## config.mk

```make
export PLATFORM = sky130hd
export DESIGN_NAME = priority_task_scheduler
export DESIGN_NICKNAME = d
export VERILOG_FILES = /design/src/pts_pkg.sv /design/src/pts_cell.sv /design/src/priority_task_scheduler.sv
export SDC_FILE = /design/constraint.sdc
export NUM_CORES = 2
export LEC_CHECK = 0
export BUFFER_PORTS_ARGS = -buffer_cell sky130_fd_sc_hd__clkbuf_2
export CAP_MARGIN = 20
export CORE_UTILIZATION = 55
export DETAILED_ROUTE_END_ITERATION = 6
export GPL_TIMING_DRIVEN = 0
export PLACE_DENSITY_LB_ADDON = 0.15
export RECOVER_POWER = 50
export SKIP_LAST_GASP = 1
export SLEW_MARGIN = 20
export SYNTH_ARGS = -nofsm -noshare
export SYNTH_HDL_FRONTEND = slang
export SYNTH_SLANG_ARGS = --single-unit
```

## constraint.sdc

```tcl
create_clock -name clk -period 14.51 [get_ports clk]
set_clock_uncertainty 0.15 [all_clocks]
set_input_delay 2.902 -clock clk [delete_from_list [all_inputs] [get_ports clk]]
set_output_delay 2.902 -clock clk [all_outputs]
set_load 0.005 [all_outputs]
```

## src/pts_pkg.sv

```systemverilog
// ----------------------------------------------------------------------------
// pts_pkg
// Shared codes and types of the priority task scheduler: command codes, the
// per-cell operation broadcast, cell status and the search token.
// ----------------------------------------------------------------------------
package pts_pkg;

  // widest task index over the supported task counts (up to 64)
  localparam int ID_W   = 6;
  localparam int PRIO_W = 5;

  // request function codes
  localparam logic [2:0] FN_READY   = 3'd0;
  localparam logic [2:0] FN_UNREADY = 3'd1;
  localparam logic [2:0] FN_DELAY   = 3'd2;
  localparam logic [2:0] FN_CANCEL  = 3'd3;
  localparam logic [2:0] FN_TICK    = 3'd4;
  localparam logic [2:0] FN_LOCK    = 3'd5;
  localparam logic [2:0] FN_UNLOCK  = 3'd6;
  localparam logic [2:0] FN_SCHED   = 3'd7;

  // status codes
  localparam logic [1:0] ST_OK     = 2'd0;
  localparam logic [1:0] ST_LOCKED = 2'd1;
  localparam logic [1:0] ST_EMPTY  = 2'd2;

  localparam logic [7:0] LOCK_LIMIT = 8'd255;

  // cell operations
  localparam logic [2:0] OP_NONE   = 3'd0;
  localparam logic [2:0] OP_READY  = 3'd1;
  localparam logic [2:0] OP_DEQ    = 3'd2;
  localparam logic [2:0] OP_DELAY  = 3'd3;
  localparam logic [2:0] OP_CANCEL = 3'd4;
  localparam logic [2:0] OP_WAKE   = 3'd5;
  localparam logic [2:0] OP_SLICE  = 3'd6;

  typedef struct packed {
    logic [2:0]        op;
    logic [ID_W-1:0]   tgt;
    logic [PRIO_W-1:0] prio;
    logic [ID_W-1:0]   rank;      // new queue position of the target
    logic [ID_W-1:0]   ref_rank;  // position that leaves the queue
    logic              rot;       // slice expiry moves target to the tail
    logic [31:0]       ticks;
    logic [15:0]       slice_ld;
  } cell_cmd_t;

  typedef struct packed {
    logic              queued;
    logic [PRIO_W-1:0] prio;
    logic [ID_W-1:0]   rank;
    logic              delay_active;
    logic              delay_hit;
    logic              slice_hit;
  } cell_sts_t;

  typedef struct packed {
    logic              found;
    logic [PRIO_W-1:0] prio;
    logic [ID_W-1:0]   id;
  } tok_t;

endpackage

```

## src/pts_cell.sv

```systemverilog
// ----------------------------------------------------------------------------
// pts_cell
// One task slot: queue membership, priority, position in its priority queue,
// delay counter and time slice. Passes the head search token to its neighbor.
// ----------------------------------------------------------------------------
module pts_cell import pts_pkg::*; #(
  parameter int ID = 0
) (
  input  logic      clk,
  input  logic      rst,
  input  cell_cmd_t cmd,
  input  tok_t      tok_in,
  output tok_t      tok_out,
  output cell_sts_t sts
);

  logic              queued;
  logic              active;
  logic [31:0]       dleft;
  logic [PRIO_W-1:0] prio;
  logic [ID_W-1:0]   rank;
  logic [15:0]       slice;
  logic              me;
  logic              behind;
  logic              take;

  assign me     = (cmd.tgt == ID_W'(ID));
  // queue neighbor behind the leaving position
  assign behind = queued && (prio == cmd.prio) && (rank > cmd.ref_rank);

  // head search: keep the best queue head seen so far
  assign take = queued && (rank == '0) && (!tok_in.found || prio < tok_in.prio);

  assign sts.queued       = queued;
  assign sts.prio         = prio;
  assign sts.rank         = rank;
  assign sts.delay_active = active;
  assign sts.delay_hit    = (dleft == 32'd1);
  assign sts.slice_hit    = (slice == 16'd1);

  // control state
  always_ff @(posedge clk) begin
    if (rst) begin
      queued  <= 1'b0;
      active  <= 1'b0;
      dleft   <= '0;
      tok_out <= '0;
    end else begin
      tok_out <= take ? '{found: 1'b1, prio: prio, id: ID_W'(ID)} : tok_in;
      case (cmd.op)
        OP_READY: if (me) queued <= 1'b1;
        OP_DEQ: if (me) queued <= 1'b0;
        OP_DELAY: if (me) begin
          dleft  <= (cmd.ticks == '0) ? 32'd1 : cmd.ticks;
          active <= 1'b1;
        end
        OP_CANCEL: if (me) active <= 1'b0;
        OP_WAKE: if (me && active) begin
          dleft <= dleft - 32'd1;
          if (dleft == 32'd1) begin
            active <= 1'b0;
            queued <= 1'b1;
          end
        end
        default: ;
      endcase
    end
  end

  // payload state
  always_ff @(posedge clk) begin
    case (cmd.op)
      OP_READY: if (me) begin
        prio  <= cmd.prio;
        rank  <= cmd.rank;
        slice <= cmd.slice_ld;
      end
      OP_DEQ: if (!me && behind) rank <= rank - 1'b1;
      OP_WAKE: if (me && active && dleft == 32'd1 && !queued) begin
        rank  <= cmd.rank;
        slice <= cmd.slice_ld;
      end
      OP_SLICE: begin
        if (me) begin
          if (slice == 16'd1) begin
            slice <= cmd.slice_ld;
            if (cmd.rot) rank <= cmd.rank;
          end else begin
            slice <= slice - 16'd1;
          end
        end else if (cmd.rot && behind) begin
          rank <= rank - 1'b1;
        end
      end
      default: ;
    endcase
  end

endmodule

```

## src/priority_task_scheduler.sv

```systemverilog
// ----------------------------------------------------------------------------
// priority_task_scheduler
// Bitmap priority scheduler with per-priority FIFO ready queues, delays,
// round-robin time slices and a nesting lock.
// ----------------------------------------------------------------------------
// Usage: one request (func, task_id, task_prio, delay_ticks) is taken on the
// input channel when in_valid is high and in_stall low; each request gives
// exactly one result on the output channel, held while out_stall is high.
// slice_max is written through cfg_we / cfg_wdata; the user must write it only
// while the block is idle, which the block itself does not enforce. Each task
// is a cell in a chain; a head search token moves one cell per cycle, and a
// tick walks the delay counters one cell per cycle. An unlocked schedule and
// an unlock to zero run the head search; a tick walks the delay counters, then
// steps the running task's slice and runs the head search unless locked.
// One request is in work at a time; in_stall is high from accept until the
// result is loaded into the output register, which a stalled receiver holds.
// Reset empties all queues, cancels delays, clears the lock and running task
// and sets slice_max to 10.
// ----------------------------------------------------------------------------
module priority_task_scheduler import pts_pkg::*; #(
  parameter int TASK_COUNT = 16,
  parameter int PRIO_COUNT = 32
) (
  input  logic        clk,
  input  logic        rst,
  input  logic        in_valid,
  output logic        in_stall,
  input  logic [2:0]  func,
  input  logic [3:0]  task_id,
  input  logic [4:0]  task_prio,
  input  logic [31:0] delay_ticks,
  output logic        out_valid,
  input  logic        out_stall,
  output logic        switch_request,
  output logic [3:0]  next_task,
  output logic [3:0]  current_task,
  output logic        current_valid,
  output logic [31:0] ready_bitmap,
  output logic [7:0]  lock_count,
  output logic [4:0]  woken_count,
  output logic [1:0]  status,
  input  logic        cfg_we,
  input  logic [15:0] cfg_wdata
);

  localparam int IW = (TASK_COUNT > 1) ? $clog2(TASK_COUNT) : 1;
  localparam int LW = $clog2(TASK_COUNT + 1);
  localparam int PW = (PRIO_COUNT > 1) ? $clog2(PRIO_COUNT) : 1;

  localparam logic [2:0] S_IDLE   = 3'd0;
  localparam logic [2:0] S_EXEC   = 3'd1;
  localparam logic [2:0] S_WALK   = 3'd2;
  localparam logic [2:0] S_SLICE  = 3'd3;
  localparam logic [2:0] S_SEARCH = 3'd4;
  localparam logic [2:0] S_FIN    = 3'd5;

  logic [2:0]    state, state_next;
  logic [IW-1:0] step;
  logic [2:0]    req_func;
  logic [3:0]    req_tid;
  logic [4:0]    req_prio;
  logic [31:0]   req_ticks;
  logic [15:0]   slice_max;
  logic [LW-1:0] len [PRIO_COUNT];
  logic [7:0]    lock_depth;
  logic [IW-1:0] running_task;
  logic          running_valid;
  logic [4:0]    woken;
  logic [1:0]    res_status;
  logic          do_sched;

  cell_cmd_t     cmd;
  cell_sts_t     sts [TASK_COUNT];
  tok_t          tok [TASK_COUNT+1];
  cell_sts_t     s;
  logic [IW-1:0] sel;
  logic [PW-1:0] sp;
  logic          tid_ok;
  logic          prio_ok;
  logic [15:0]   slice_ld;
  logic [31:0]   bitmap;
  logic          out_free;
  logic          pick_sw;

  // cell chain
  assign tok[0] = '0;
  for (genvar i = 0; i < TASK_COUNT; i++) begin : g_cell
    pts_cell #(.ID(i)) u_cell (
      .clk     (clk),
      .rst     (rst),
      .cmd     (cmd),
      .tok_in  (tok[i]),
      .tok_out (tok[i+1]),
      .sts     (sts[i])
    );
  end

  // selected cell and request checks
  always_comb begin
    case (state)
      S_WALK:  sel = step;
      S_SLICE: sel = running_task;
      default: sel = IW'(req_tid);
    endcase
  end
  assign s        = sts[sel];
  assign sp       = PW'(s.prio);
  assign tid_ok   = (32'(req_tid) < TASK_COUNT);
  assign prio_ok  = (32'(req_prio) < PRIO_COUNT);
  assign slice_ld = (slice_max == '0) ? 16'd1 : slice_max;
  assign out_free = !out_valid || !out_stall;
  assign in_stall = (state != S_IDLE);

  always_comb begin
    bitmap = '0;
    for (int p = 0; p < PRIO_COUNT; p++) bitmap[p] = (len[p] != '0);
  end

  // cell operation broadcast
  always_comb begin
    cmd          = '0;
    cmd.tgt      = ID_W'(sel);
    cmd.ticks    = req_ticks;
    cmd.slice_ld = slice_ld;
    cmd.prio     = s.prio;
    cmd.ref_rank = s.rank;
    cmd.rank     = ID_W'(len[sp]);
    unique case (state)
      S_EXEC: begin
        case (req_func)
          FN_READY: if (tid_ok && prio_ok && !s.queued) begin
            cmd.op   = OP_READY;
            cmd.prio = req_prio;
            cmd.rank = ID_W'(len[PW'(req_prio)]);
          end
          FN_UNREADY: if (tid_ok && s.queued) cmd.op = OP_DEQ;
          FN_DELAY:   if (tid_ok) cmd.op = OP_DELAY;
          FN_CANCEL:  if (tid_ok) cmd.op = OP_CANCEL;
          default: ;
        endcase
      end
      S_WALK: cmd.op = OP_WAKE;
      S_SLICE: if (running_valid) begin
        cmd.op   = OP_SLICE;
        cmd.rot  = s.slice_hit && s.queued;
        cmd.rank = ID_W'(len[sp] - 1'b1);
      end
      S_IDLE, S_SEARCH, S_FIN: ;
      default: ;
    endcase
  end

  // next state
  always_comb begin
    state_next = state;
    unique case (state)
      S_IDLE: if (in_valid) state_next = S_EXEC;
      S_EXEC: begin
        case (req_func)
          FN_TICK:   state_next = S_WALK;
          FN_UNLOCK: state_next = (lock_depth == 8'd1) ? S_SEARCH : S_FIN;
          FN_SCHED:  state_next = (lock_depth != '0) ? S_FIN : S_SEARCH;
          default:   state_next = S_FIN;
        endcase
      end
      S_WALK:   if (step == IW'(TASK_COUNT - 1)) state_next = S_SLICE;
      S_SLICE:  state_next = (lock_depth != '0) ? S_FIN : S_SEARCH;
      S_SEARCH: if (step == IW'(TASK_COUNT - 1)) state_next = S_FIN;
      S_FIN:    if (out_free) state_next = S_IDLE;
      default:  state_next = S_IDLE;
    endcase
  end

  assign pick_sw = !running_valid || (running_task != IW'(tok[TASK_COUNT].id));

  // control registers
  always_ff @(posedge clk) begin
    if (rst) begin
      state         <= S_IDLE;
      step          <= '0;
      slice_max     <= 16'd10;
      lock_depth    <= '0;
      running_task  <= '0;
      running_valid <= 1'b0;
      out_valid     <= 1'b0;
      do_sched      <= 1'b0;
      for (int p = 0; p < PRIO_COUNT; p++) len[p] <= '0;
    end else begin
      state <= state_next;
      if (cfg_we) slice_max <= cfg_wdata;
      if (state == S_FIN && out_free) out_valid <= 1'b1;
      else if (!out_stall) out_valid <= 1'b0;
      step <= (state_next == state && (state == S_WALK || state == S_SEARCH))
              ? step + 1'b1 : '0;
      unique case (state)
        S_IDLE: do_sched <= 1'b0;
        S_EXEC: begin
          case (req_func)
            FN_READY: if (tid_ok && prio_ok && !s.queued)
              len[PW'(req_prio)] <= len[PW'(req_prio)] + 1'b1;
            FN_UNREADY: if (tid_ok && s.queued) len[sp] <= len[sp] - 1'b1;
            FN_LOCK: if (lock_depth < LOCK_LIMIT) lock_depth <= lock_depth + 8'd1;
            FN_UNLOCK: if (lock_depth != '0) begin
              lock_depth <= lock_depth - 8'd1;
              if (lock_depth == 8'd1) do_sched <= 1'b1;
            end
            FN_SCHED: if (lock_depth == '0) do_sched <= 1'b1;
            default: ;
          endcase
        end
        S_WALK: if (s.delay_active && s.delay_hit && !s.queued)
          len[sp] <= len[sp] + 1'b1;
        S_SLICE: if (lock_depth == '0) do_sched <= 1'b1;
        S_FIN: if (out_free && do_sched && tok[TASK_COUNT].found) begin
          running_task  <= IW'(tok[TASK_COUNT].id);
          running_valid <= 1'b1;
        end
        default: ;
      endcase
    end
  end

  // request capture and per-request results
  always_ff @(posedge clk) begin
    if (state == S_IDLE && in_valid) begin
      req_func  <= func;
      req_tid   <= task_id;
      req_prio  <= task_prio;
      req_ticks <= delay_ticks;
      woken     <= '0;
    end
    if (state == S_WALK && s.delay_active && s.delay_hit && woken != 5'd31)
      woken <= woken + 5'd1;
    if (state == S_EXEC)
      res_status <= ((req_func == FN_SCHED && lock_depth != '0) ? ST_LOCKED : ST_OK);
    if (state == S_SLICE)
      res_status <= (lock_depth != '0) ? ST_LOCKED : ST_OK;
  end

  // output register
  always_ff @(posedge clk) begin
    if (state == S_FIN && out_free) begin
      if (do_sched && tok[TASK_COUNT].found) begin
        switch_request <= pick_sw;
        next_task      <= 4'(tok[TASK_COUNT].id);
        current_task   <= 4'(tok[TASK_COUNT].id);
        current_valid  <= 1'b1;
        status         <= ST_OK;
      end else begin
        switch_request <= 1'b0;
        next_task      <= '0;
        current_task   <= 4'(running_task);
        current_valid  <= running_valid;
        status         <= do_sched ? ST_EMPTY : res_status;
      end
      ready_bitmap <= bitmap;
      lock_count   <= lock_depth;
      woken_count  <= (req_func == FN_TICK) ? woken : 5'd0;
    end
  end

endmodule

```

==> summary.md <==
| Metric | Value |
|---|---|
| Setup crit start kind | `register` |
| First-pass iteration count of the detailed router | `7` |
| Synth-to-layout area growth | `11.6%` |
| Setup Viol. Count Final | `0` |
| Initial Util | `55.5%` |
| Row count | `141` |
| Pwr per Cell Area | `117 nW/µm²` |
| DRT antenna net count | `0` |
| CTS sink count | `1426` |
| Crit path DAT | `10370 ps` |
| Crit Path Category | `register to register` |
| Reg2Reg Depth | `15` |
| Most used flip-flop cell after synthesis | `dfxtp_1` |
| GRT Total Usage | `48.9%` |
| Pleak | `0.0317 µW` |
| Tcrit/Tclk final | `69.5%` |
| Die Y | `388 µm` |
| Die width | `388 µm` |
| Register area share after synthesis | `43.3%` |
| Root Driver | `clkbuf_16` |
| Slew HR | `-91.4%` |
| Async SR Flop Fraction | `0%` |
| Worst setup margin | `4430 ps` |
| Syn Area/Cell | `8.62 µm²` |
| Via density | `7.10` |
| Req. time, crit path | `14800 ps` |
| Fill cell count | `12807` |
| Commonest non-fill, non-tap cells in the layout | `nor2_1 (1253), nand2_1 (870), a21oi_1 (752)` |
| Die ar. | `151000 µm²` |
| Dpl ws | `6750 ps` |
| Initial drt markers | `15560` |
| Setup TNS | `0 ps` |
| Clk buf depth | `3` |
| Classification of the worst-slack hold path | `register to register` |
| Largest net degree at the start of global routing | `32` |
| CTS resizes | `0` |
| DR WL/cell | `32.0 µm` |
| VDD IR-drop max | `0.000129 V` |
| CORE AREA | `148000 µm²` |
| Slew @ Worst Pin | `2840 ps` |
| Num ports | `124` |
| Tmin final | `10080 ps` |
| Commonest non-fill, non-tap cell in the layout | `nor2_1` |
| Failing checks | `DRC, capacitance limit, slew limit` |
| Post-synth EDFFs | `699` |
| Worst hold stages | `1` |
| Layout cells sized above 1 | `7.44%` |
| Status | `complete, but fails checks` |
| Netlist cell types | `107` |
| Synthesized netlist net count | `9829` |
| IO buf count | `121` |
| Post-CTS Setup Inserts | `0` |
| # DRC | `53` |
| First-pass GRT wire length | `536000 µm` |
| Overflow after GRT | `0` |
| Ys Warns | `0` |
| Initial antenna violation count | `50` |
| Mapped Area | `82000 µm²` |
| Syn Inst Count | `9511` |
| Pins Over Slew Limit | `225` |
| CTS Buf Count | `159` |
| Crit Path Max Fanout | `10` |
| GP Congestion | `1.10` |
| Hold-fix buffers at CTS | `0` |
| Maximum clock rate | `99.2 MHz` |
| Worst skew pair latency | `850 ps` |
| Final #Nets | `10170` |
| CTS tree | `done` |
| Final Hold Vio Count | `0` |
| Unrepaired setup endpoints after global routing | `no` |
| FF+latch count, synth | `1426` |
| WL final | `383000 µm` |
| Max-cap check violation count | `17` |
| Clock Pin Slew Worst Setup and Hold Paths | `60 ps` |
| Vias in the first global route | `76384` |
| CP Capture Type | `register` |
| Min Hold Slack | `293 ps` |
| H-tree depth | `4` |
| Dpl hpwl | `275000 µm` |
| DR vias | `84953` |
==> report_power, final <==
group	internal [µW]	switching [µW]
logic	587	1340
registers	4390	124
clock network	2500	1810
total	7480	3270
==> layout make-up <==
type / count / area [µm²] / share of cell area, %
Sequential cell: 1426 / 35500 / 38.8
Buffer: 606 / 2540 / 2.77
Tap cell: 1930 / 2410 / 2.64
Antenna cell: 45 / 113 / 0.123
Timing Repair Buffer: 180 / 1280 / 1.40
Inverter: 297 / 1110 / 1.22
Multi-Input combinational cell: 7182 / 43100 / 47.1
Clock buffer: 222 / 4550 / 4.97
Clock inverter: 71 / 896 / 0.978
==> cell usage after synthesis (115+ instances only) <==
cell type	n	area share [%]
nor4_1	197	1.5
xnor2_1	256	2.7
dfxtp_1	727	18
o21ai_0	743	4.5
a21oi_1	760	4.6
inv_1	297	1.4
mux2i_1	123	1.5
ha_1	253	3.9
a31oi_1	206	1.6
o31ai_1	115	1.1
edfxtp_1	699	26
nor2_1	1269	5.8
nor3_1	667	4.1
clkbuf_1	443	2.0
nand2_1	873	4.0
nand3_1	148	0.90
a22oi_1	160	1.5
nand2b_1	116	0.88
==> path summary, 6_finish.rpt <==
kind,from,end,slack (ps)
max reg2reg,state[0],g_cell[9].u_cell.rank[0],4430
max,state[0],g_cell[9].u_cell.rank[0],4430
min reg2reg,g_cell[3].u_cell.tok_out[1],g_cell[4].u_cell.tok_out[1],290
min,g_cell[3].u_cell.tok_out[1],g_cell[4].u_cell.tok_out[1],290
==> sequential cells by signal, indices dropped and copies added, names as in the netlist, 4 cells and up, named ones only <==
name and flops:
req_ticks 32, g_cell.u_cell.tok_out 140, lock_depth 8, g_cell.u_cell.dleft 512, slice_max 16, woken 5
req_prio 5, ready_bitmap 32, g_cell.u_cell.slice 256, g_cell.u_cell.rank 96, current_task 4, g_cell.u_cell.prio 80
next_task 4, len 160, lock_count 8, step 4, woken_count 5, req_tid 4
g_cell.u_cell.queued 16, g_cell.u_cell.active 16, running_task 4
==> logic make-up (layout without fill, tap and decap cells) <==
logic type,after synthesis,count (layout),synth area share [%]
AND/OR/NAND/NOR,3782,3782,21.5
AO/OA/AOI/OAI,2544,2544,18.7
flip-flops,1426,1426,43.3
buffers and inverters,903,1376,4.42
XOR/XNOR,364,364,3.89
adder cells (fa/ha/maj),253,253,3.86
multiplexers,239,239,4.30
other,0,45,0
==> per-layer routing <==
metal  GRT usage (%)  up-vias  routed length, µm  part of all wire (%)
li1                -    35495                  -                     -
met1            63.2    40195             140000                    37
met2            65.8     7429             149000                    39
met3            21.4     1796              64800                    17
met4            31.5       38              29400                   7.7
met5           0.574        -                258                 0.067
==> critical path, stage by stage, from the launching register on <==
cell and delay (ps):
dfxtp_1 300, clkbuf_1 260, clkbuf_1 810, mux2_1 510
mux2i_1 580, nor2_1 360, a22oi_1 580, nand2_1 450
nor4_1 1560, nor2_1 80, a21oi_1 1230, clkbuf_1 800
xnor2_1 150, nor4_1 740, a21oi_1 210, nor3_1 890
==> through the flow <==
stage / util, % / power, µW / area [µm²] / instances
5_1_grt: 61.9 / 10900 / 91500 / 11917
6_report: 61.9 / 10700 / 91600 / 11959
4_1_cts: 62.1 / 10600 / 91800 / 11912
3_3_place_gp: 57.5 / 6330 / 85000 / 11562
3_5_place_dp: 58.4 / 6410 / 86300 / 11619
2_1_floorplan: - / 5610 / 82000 / 9511
No activity file was read; power rests on OpenSTA's default activity.
